File: src/rtl/dda_pkg.sv
// Types and codes shared by the DDA line rasterizer and its checker.
package dda_pkg;

  localparam logic OP_START = 1'b0;
  localparam logic OP_STEP  = 1'b1;

  typedef enum logic [1:0] {
    ST_RUN,
    ST_DIV_X,
    ST_DIV_Y
  } state_t;

endpackage

File: src/rtl/dda_line_rasterizer.sv
// A start item is taken, then the shared restoring divider computes the x and y increments
// in turn before the next item is taken. Equal endpoints skip the divider. Step items are
// taken one per cycle while the output is not stalled; each point appears in the output
// register the cycle after its step item, and a stalled output holds input.
// Reset (rst_n, synchronous, active low) clears the sequencer, the point count and
// the output valid.
module dda_line_rasterizer #(
  parameter int COORD_BITS = 12,
  parameter int FRAC_BITS  = 16
) (
  input  logic                                     clk,
  input  logic                                     rst_n,
  input  logic                                     in_tvalid,
  output logic                                     in_tready,
  // start_x, start_y, end_x, end_y
  input  logic [((4*COORD_BITS+7)/8)*8-1:0]        in_tdata,
  // operation
  input  logic                                     in_tuser,
  output logic                                     out_tvalid,
  input  logic                                     out_tready,
  // point_x, point_y
  output logic [((2*COORD_BITS+7)/8)*8-1:0]        out_tdata,
  output logic                                     out_tlast
);

  localparam int CW   = COORD_BITS;
  localparam int FW   = FRAC_BITS;
  localparam int AW   = CW + FW;
  localparam int IW   = FW + 2;
  localparam int PW   = CW + 1;
  localparam int RW   = CW + 1;
  localparam int QW   = FW + 1;
  localparam int CNTW = $clog2(FW + 1);
  localparam logic [AW-1:0] HALF = AW'(1) << (FW - 1);

  dda_pkg::state_t state_r, state_nxt;
  logic [AW-1:0]   x_acc_r, x_acc_nxt, y_acc_r, y_acc_nxt;
  logic [IW-1:0]   x_inc_r, x_inc_nxt, y_inc_r, y_inc_nxt;
  logic [PW-1:0]   pts_r, pts_nxt;
  logic [CW-1:0]   steps_r, steps_nxt, mag_y_r, mag_y_nxt;
  logic            neg_x_r, neg_x_nxt, neg_y_r, neg_y_nxt;
  logic [CW-1:0]   rem_r, rem_nxt;
  logic [QW-1:0]   quo_r, quo_nxt;
  logic [CNTW-1:0] cnt_r, cnt_nxt;
  logic [CW-1:0]   out_x_r, out_x_nxt, out_y_r, out_y_nxt;
  logic            out_last_r, out_last_nxt, out_valid_r, out_valid_nxt;

  logic [CW-1:0]   sx, sy, ex, ey, ax, ay, steps;
  logic [RW-1:0]   shifted;
  logic [RW:0]     trial;
  logic            ge, last_iter, accept;
  logic [CW-1:0]   rem_new;
  logic [QW-1:0]   quo_new;
  logic [IW-1:0]   qext, inc_pos, inc_neg;
  logic [AW-1:0]   x_round, y_round;

  assign sx = in_tdata[CW-1:0];
  assign sy = in_tdata[2*CW-1:CW];
  assign ex = in_tdata[3*CW-1:2*CW];
  assign ey = in_tdata[4*CW-1:3*CW];
  assign ax = (ex >= sx) ? ex - sx : sx - ex;
  assign ay = (ey >= sy) ? ey - sy : sy - ey;
  assign steps = (ax > ay) ? ax : ay;

  assign in_tready = (state_r == dda_pkg::ST_RUN) && (!out_valid_r || out_tready);
  assign accept    = in_tvalid && in_tready;

  // One restoring division step; the first step yields the integer bit unshifted.
  assign shifted   = (cnt_r == '0) ? {1'b0, rem_r} : {rem_r, 1'b0};
  assign trial     = {1'b0, shifted} - {2'b00, steps_r};
  assign ge        = !trial[RW];
  assign rem_new   = ge ? trial[CW-1:0] : shifted[CW-1:0];
  assign quo_new   = {quo_r[QW-2:0], ge};
  assign last_iter = (cnt_r == CNTW'(FW));
  assign qext      = {1'b0, quo_new};
  assign inc_pos   = qext;
  assign inc_neg   = IW'(0) - qext;

  assign x_round = x_acc_r + HALF;
  assign y_round = y_acc_r + HALF;

  always_comb begin
    state_nxt     = state_r;
    x_acc_nxt     = x_acc_r;
    y_acc_nxt     = y_acc_r;
    x_inc_nxt     = x_inc_r;
    y_inc_nxt     = y_inc_r;
    pts_nxt       = pts_r;
    steps_nxt     = steps_r;
    mag_y_nxt     = mag_y_r;
    neg_x_nxt     = neg_x_r;
    neg_y_nxt     = neg_y_r;
    rem_nxt       = rem_r;
    quo_nxt       = quo_r;
    cnt_nxt       = cnt_r;
    out_x_nxt     = out_x_r;
    out_y_nxt     = out_y_r;
    out_last_nxt  = out_last_r;
    out_valid_nxt = out_valid_r && !out_tready;
    case (state_r)
      dda_pkg::ST_RUN: begin
        if (accept && (in_tuser == dda_pkg::OP_START)) begin
          x_acc_nxt = {sx, FW'(0)};
          y_acc_nxt = {sy, FW'(0)};
          pts_nxt   = {1'b0, steps} + PW'(1);
          steps_nxt = steps;
          mag_y_nxt = ay;
          neg_x_nxt = ex < sx;
          neg_y_nxt = ey < sy;
          rem_nxt   = ax;
          quo_nxt   = '0;
          cnt_nxt   = '0;
          if (steps == '0) begin
            x_inc_nxt = '0;
            y_inc_nxt = '0;
          end else begin
            state_nxt = dda_pkg::ST_DIV_X;
          end
        end else if (accept && (pts_r != '0)) begin
          out_x_nxt     = x_round[AW-1:FW];
          out_y_nxt     = y_round[AW-1:FW];
          out_last_nxt  = (pts_r == PW'(1));
          out_valid_nxt = 1'b1;
          x_acc_nxt     = x_acc_r + {{(AW-IW){x_inc_r[IW-1]}}, x_inc_r};
          y_acc_nxt     = y_acc_r + {{(AW-IW){y_inc_r[IW-1]}}, y_inc_r};
          pts_nxt       = pts_r - PW'(1);
        end
      end
      dda_pkg::ST_DIV_X: begin
        rem_nxt = rem_new;
        quo_nxt = quo_new;
        cnt_nxt = CNTW'(cnt_r + 1'b1);
        if (last_iter) begin
          x_inc_nxt = neg_x_r ? inc_neg : inc_pos;
          rem_nxt   = mag_y_r;
          quo_nxt   = '0;
          cnt_nxt   = '0;
          state_nxt = dda_pkg::ST_DIV_Y;
        end
      end
      dda_pkg::ST_DIV_Y: begin
        rem_nxt = rem_new;
        quo_nxt = quo_new;
        cnt_nxt = CNTW'(cnt_r + 1'b1);
        if (last_iter) begin
          y_inc_nxt = neg_y_r ? inc_neg : inc_pos;
          state_nxt = dda_pkg::ST_RUN;
        end
      end
      default: begin
        state_nxt = dda_pkg::ST_RUN;
      end
    endcase
  end

  always_ff @(posedge clk) begin
    if (!rst_n) begin
      state_r     <= dda_pkg::ST_RUN;
      pts_r       <= '0;
      out_valid_r <= 1'b0;
    end else begin
      state_r     <= state_nxt;
      pts_r       <= pts_nxt;
      out_valid_r <= out_valid_nxt;
    end
  end

  always_ff @(posedge clk) begin
    x_acc_r    <= x_acc_nxt;
    y_acc_r    <= y_acc_nxt;
    x_inc_r    <= x_inc_nxt;
    y_inc_r    <= y_inc_nxt;
    steps_r    <= steps_nxt;
    mag_y_r    <= mag_y_nxt;
    neg_x_r    <= neg_x_nxt;
    neg_y_r    <= neg_y_nxt;
    rem_r      <= rem_nxt;
    quo_r      <= quo_nxt;
    cnt_r      <= cnt_nxt;
    out_x_r    <= out_x_nxt;
    out_y_r    <= out_y_nxt;
    out_last_r <= out_last_nxt;
  end

  always_comb begin
    out_tdata             = '0;
    out_tdata[2*CW-1:0]   = {out_y_r, out_x_r};
  end

  assign out_tvalid = out_valid_r;
  assign out_tlast  = out_last_r;

endmodule

File: config.mk
export PLATFORM = sky130hd
export DESIGN_NAME = dda_line_rasterizer
export DESIGN_NICKNAME = d
export VERILOG_FILES = /design/src/rtl/dda_pkg.sv /design/src/rtl/dda_line_rasterizer.sv
export SDC_FILE = /design/constraint.sdc
export NUM_CORES = 1
export LEC_CHECK = 0
export BUFFER_PORTS_ARGS = -buffer_cell sky130_fd_sc_hd__clkbuf_2
export CAP_MARGIN = 20
export CORE_ASPECT_RATIO = 0.5
export CORE_UTILIZATION = 30
export CTS_CLUSTER_SIZE = 25
export DETAILED_ROUTE_END_ITERATION = 10
export PLACE_DENSITY_LB_ADDON = 0.3
export SLEW_MARGIN = 20
export SYNTH_ARGS = -nofsm -noshare
export SYNTH_HDL_FRONTEND = slang
export SYNTH_SLANG_ARGS = --single-unit
File: constraint.sdc
create_clock -name clk -period 15.3 [get_ports clk]
set_input_delay 1.53 -clock clk [delete_from_list [all_inputs] [get_ports clk]]
set_output_delay 1.53 -clock clk [all_outputs]
set_load 0.02 [all_outputs]
# == After elaboration in Yosys (flattened, before gate mapping) ==
# Cells that the tools add are included.
# word_totals
output_inout_bits,27
wordCells,108
reg_bits,192
# classes
muxes,36
n_addsub,13
n_reduce_logical,24
bitwise_logic,2
order_cmp,5
eq_ne,9
# op_table
operator,n
two-way mux 28 bit,4
two-way mux 18 bit,6
two-way mux 12 bit,6
one-hot mux 18 bit (2 select lines),2
"adder 28 x 16 -> 28 bit, second input constant",2
adder 28 bit,2
one-hot mux 16 bit (3 select lines),1
subtractor 12 bit,4
two-way mux 13 bit,3
one-hot mux 12 bit (3 select lines),1
two-way mux 16 bit,2
greater-or-equal comparator 12 bit,2
less-than comparator 12 bit,2
"subtractor 1 x 17 -> 18 bit, first input constant",1
one-hot mux 5 bit (3 select lines),1
subtractor 13 x 12 -> 14 bit,1
"adder 12 x 1 -> 13 bit, second input constant",1
"equality test 13 x 1 -> 1 bit, second input constant",1
nonzero test 13 bit,1
"subtractor 13 x 1 -> 13 bit, second input constant",1
greater-than comparator 12 bit,1
zero test 12 bit,1
AND reduction 4 bit,3
two-way mux 5 bit,2
19 further kinds,38

# == Longest topological paths before layout ==
# depth
depth_word,8
depth_mapped,28
depth_no_buf,25

# == Worst setup path after synthesis ==
# No wires, ideal clock.
# synth_timing
path_kind,in2reg
start,input port in_tdata[36]
end,"register y_inc_r[0], enable pin"
path_slack_ps,7792
stages,23
required_ps,14901
arrival_time_ps,7109
setup_time_ps,399
path_buffers,2
cell_sequence,inv_1 -> ha_1 -> inv_1 -> fa_1 -> a21o_1 -> a311oi_2 -> o31ai_2 -> a21oi_2 -> or2_1 -> buf_2 -> mux2i_1 -> xnor2_1 -> ha_1 -> a21oi_1 -> nand2_1 -> a21o_1 -> o31a_1 -> or4b_1 -> o2111a_1 -> or3_1 -> clkbuf_1 -> or3_1 -> a21oi_1
# synth_between
elab_chain_cells,7
elab_cells_between_ends,9
cone_classes,2 x add/sub; 2 x order compare; 1 x eq/ne; 2 x mux; 2 x reduce/logical
# synth_rtl
item,line,text
"start, declared",dda_line_rasterizer.sv:16,"input logic [((4*COORD_BITS+7)/8)*8-1:0] in_tdata,"
subtractor 12 bit / greater-or-equal comparator 12 bit (equally long branches),dda_line_rasterizer.sv:62,assign ay = (ey >= sy) ? ey - sy : sy - ey;
two-way mux 12 bit *,dda_line_rasterizer.sv:62,
greater-than comparator 12 bit,dda_line_rasterizer.sv:63,assign steps = (ax > ay) ? ax : ay;
two-way mux 12 bit *,dda_line_rasterizer.sv:63,
net steps[4],dda_line_rasterizer.sv:48,"logic [CW-1:0] sx, sy, ex, ey, ax, ay, steps;"
zero test 12 bit *,dda_line_rasterizer.sv:113,if (steps == '0) begin
inequality test 2 x 1 -> 1 bit (no source line) *,--,
AND reduction 4 bit (no source line) *,--,
"end signal, assigned",dda_line_rasterizer.sv:172,y_inc_r <= y_inc_nxt;
"end, declared",dda_line_rasterizer.sv:38,"logic [IW-1:0] x_inc_r, x_inc_nxt, y_inc_r, y_inc_nxt;"
# The timed path passes the listed nets; every way through them passes the cells marked *.
# A chain may end at the register's enable or synchronous reset.

# == Worst setup path in the final report ==
# layout_timing
start,input port in_tdata[24]
end,"register y_inc_r[11], enable pin"
# layout_between
elab_chain_cells,7
elab_cells_between_ends,9
cone_classes,2 x add/sub; 2 x order compare; 1 x eq/ne; 2 x mux; 2 x reduce/logical
# layout_rtl
item,line,text
subtractor 12 bit / greater-or-equal comparator 12 bit (equally long branches),dda_line_rasterizer.sv:61,assign ax = (ex >= sx) ? ex - sx : sx - ex;
two-way mux 12 bit *,dda_line_rasterizer.sv:61,
greater-than comparator 12 bit,dda_line_rasterizer.sv:63,
two-way mux 12 bit *,dda_line_rasterizer.sv:63,
net steps[8],dda_line_rasterizer.sv:48,
zero test 12 bit *,dda_line_rasterizer.sv:113,
inequality test 2 x 1 -> 1 bit (no source line) *,--,
AND reduction 4 bit (no source line) *,--,
# Marks and branches as above.

==> metrics.md <==
| Metric | Value |
|---|---|
| DRT Wirelength | `37700 µm` |
| # diodes | `0` |
| Logic pwr share | `54.7%` |
| Final Hold Fails | `0` |
| Post-synth EDFFs | `176` |
| Worst Skew | `9.51 ps` |
| Mean number of vias per cell | `4.99` |
| # rows | `56` |
| Resize count post-CTS | `0` |
| Die area | `49800 µm²` |
| Tot Pwr | `3.35 mW` |
| Detail Placement HPWL | `28600 µm` |
| CTS Root Cell | `clkbuf_16` |
| Status | `finished clean` |
| Final setup fails | `0` |
| RePlAce Congestion | `0.874` |
| TritonRoute pass-1 iters | `5` |
| Critical Path Fanout Max | `18` |
| Residual DRC | `0` |
| Final Slew Violations | `0` |
| Sw Ratio | `43.7%` |
| Hold_buf cts | `0` |
| CTS sink count | `192` |
| Synth cell types | `86` |
| H-tree depth | `4` |
| Synth cell count leaders | `edfxtp_1 (176), nand2_1 (143), ha_1 (136)` |
| Syn Inst Count | `1571` |
| Via count | `11356` |
| Die Span X | `315 µm` |
| Peak VDD IR | `108 µV` |
| Layout cell share with drive strength beyond 1 | `9.66%` |
| CTS buffer count | `17` |
| Port bufs | `79` |
| Fraction of registers with async set/reset | `0%` |
| Worst-Skew Late Latency | `450 ps` |
| Critical Path RT | `15380 ps` |
| Dominant cell type by area after synthesis | `edfxtp_1` |
| Core area | `47500 µm²` |
| CP max stage delay | `720 ps` |
| Gr usage total | `15.3%` |
| Mean post-synth cell area | `9.33 µm²` |
| Nets | `1819` |
| CTS tree | `built` |
| Least-Margin Pin Slew | `917 ps` |
| Seq/Total Area, Yosys | `38.2%` |
| Final min period | `7880 ps` |
| CP max stage cell | `o31ai_4` |
| Initial antenna violation count | `1` |
| Clock-pin slew on the worst setup and hold paths | `70 ps` |
| Hold Crit Class | `reg -> reg` |
| Critical path arrival | `7970 ps` |
| Unrepaired setup endpoints after global routing | `no` |
| GR Overflow Total | `0` |
| Clock buffer depth | `2` |
| Vias in the first global route | `10820` |
| Register bit count reported by yosys | `192` |
| Synth top area share | `36.1%` |
| Worst Setup End Kind | `flip-flop` |
| DR iter-0 viols | `707` |
| Placement-stage cell area | `15700 µm²` |
| Lkg Pwr | `6.87 nW` |
| Most common cell in the netlist | `edfxtp_1` |
| Io pins | `80` |
| Routed wire per std cell | `16.6 µm` |
| Largest net degree at the start of global routing | `57` |
| Setup_tns | `0 ps` |
| Die height | `158 µm` |
| Initial Utilization | `30.8%` |
| Cell Chain, Critical Path | `clkbuf_2, inv_1, ha_1, inv_1, fa_1, a211oi_2, or3_4, nand2_2, o31ai_4, mux2i_1, xnor2_1, ha_1, nand3_1, nand2_1, a21o_1, o31ai_2, buf_4, and3_1, o21ai_0, o211a_4, nor4_4, nand4_2, or3_1, a21oi_4` |
| Final Cycle Share | `51.5%` |
| Finished Core Util | `34.4%` |
| Syn Nets | `1767` |
| Setup crit start kind | `input port` |
| Max-slew headroom | `38.7%` |
| Fmax | `127 MHz` |
| Layout area overhead | `11.6%` |
| Prevailing post-synth register cell | `edfxtp_1` |
| Critical path type | `in -> reg` |
| Synth area leaders | `edfxtp_1 (36%), ha_1 (12%), xnor2_1 (4.4%)` |
| Remaining antenna violation count after routing | `0` |
| Max Cap Viol | `0` |
| P_int | `1.89 mW` |
| NetSw | `1.46 mW` |
| Register share of total power | `31.1%` |
| Mapped cell area | `14700 µm²` |
| Global-route wire length before repair | `59200 µm` |
| R2R setup slack | `9410 ps` |
| Post-route cell area | `16300 µm²` |
| Post-CTS Setup Bufs | `0` |
| Yosys warns | `0` |
| Pwr dens | `205 nW/µm²` |
| Clk pwr share | `14.1%` |
cell type report:
| class | count | area [µm²] |
|---|---|---|
| Timing Repair Buffer | 88 | 490 |
| Tap cell | 638 | 798 |
| Clock buffer | 18 | 429 |
| Multi-Input combinational cell | 1202 | 8390 |
| Fill cell | 4910 | 31200 |
| Inverter | 122 | 459 |
| Sequential cell | 192 | 5610 |
| Clock inverter | 14 | 178 |
worst paths after layout:
| kind | from | endpoint | cells past startpoint |
|---|---|---|---|
| worst max-delay path | in_tdata[24] | y_inc_r[11] | 24 |
| worst max register to register | cnt_r[0] | y_inc_r[10] | 22 |
| worst min register to register | pts_r[12] | pts_r[12] | 2 |
| worst min-delay path | pts_r[12] | pts_r[12] | 2 |
metrics by stage:
step | worst slack [ps] | cells | hold slack [ps]
2_1_floorplan | 7790 | 1571 | 448
6_report | 7420 | 2274 | 474
3_5_place_dp | 6750 | 2240 | 468
5_1_grt | 6950 | 2274 | 514
3_3_place_gp | 6860 | 2240 | 464
4_1_cts | 7200 | 2272 | 479
worst max-delay path: cells and delay by family:
family | cells | cell delay, ps
AO/OA/AOI/OAI | 7 | 2670
XOR/XNOR | 1 | 510
adder cells (fa/ha/maj) | 3 | 950
buffers and inverters | 4 | 530
multiplexers | 1 | 200
AND/OR/NAND/NOR | 8 | 1560
placed cells by master, fill, tap and decap left out, drive strengths merged, types with 16 or more instances in the layout:
cell type / instances
nand3: 42
o21ai: 89
a21oi: 113
or3: 17
xor2: 72
edfxtp: 176
dfxtp: 16
clkbuf: 97
a21o: 35
nor3: 35
mux2i: 24
nand2: 144
and3: 22
nor2b: 16
inv: 124
xnor2: 73
nor2: 132
and2: 28
ha: 136
nand2b: 22
cells by family after synthesis:
kind of cell	share of synthesized area, %
adders and majority gates	12.6
xor gates and xnor gates	8.67
and+or+nand+nor	17.2
buffers and inverters	4.80
AOI/OAI and AO/OA	16.7
DFF	38.2
muxes	1.90
state kept, by name, indices dropped and copies added (netlist names), 13 cells and up:
| signal | flops |
|---|---|
| x_acc_r | 28 |
| quo_r | 16 |
| x_inc_r | 18 |
| y_inc_r | 18 |
| pts_r | 13 |
| y_acc_r | 28 |
layer usage:
| metal | GRT usage (%) | share of wire (%) |
|---|---|---|
| met1 | 20.6 | 49 |
| met2 | 25.2 | 45 |
| met3 | 2.21 | 3.6 |
| met4 | 4.72 | 1.8 |
| met5 | 0 | 0.035 |
power by group through the flow:
stage | Clock [mW] | Sequential (mW) | Combinational, mW
2_1_floorplan | 0 | 1.04 | 1.36
3_3_place_gp | 0 | 1.05 | 1.81
3_5_place_dp | 0 | 1.06 | 1.82
4_1_cts | 0.483 | 1.05 | 1.83
5_1_grt | 0.504 | 1.07 | 2.05
6_report | 0.474 | 1.04 | 1.84
Note: power is estimated with default switching activity, not from simulation.
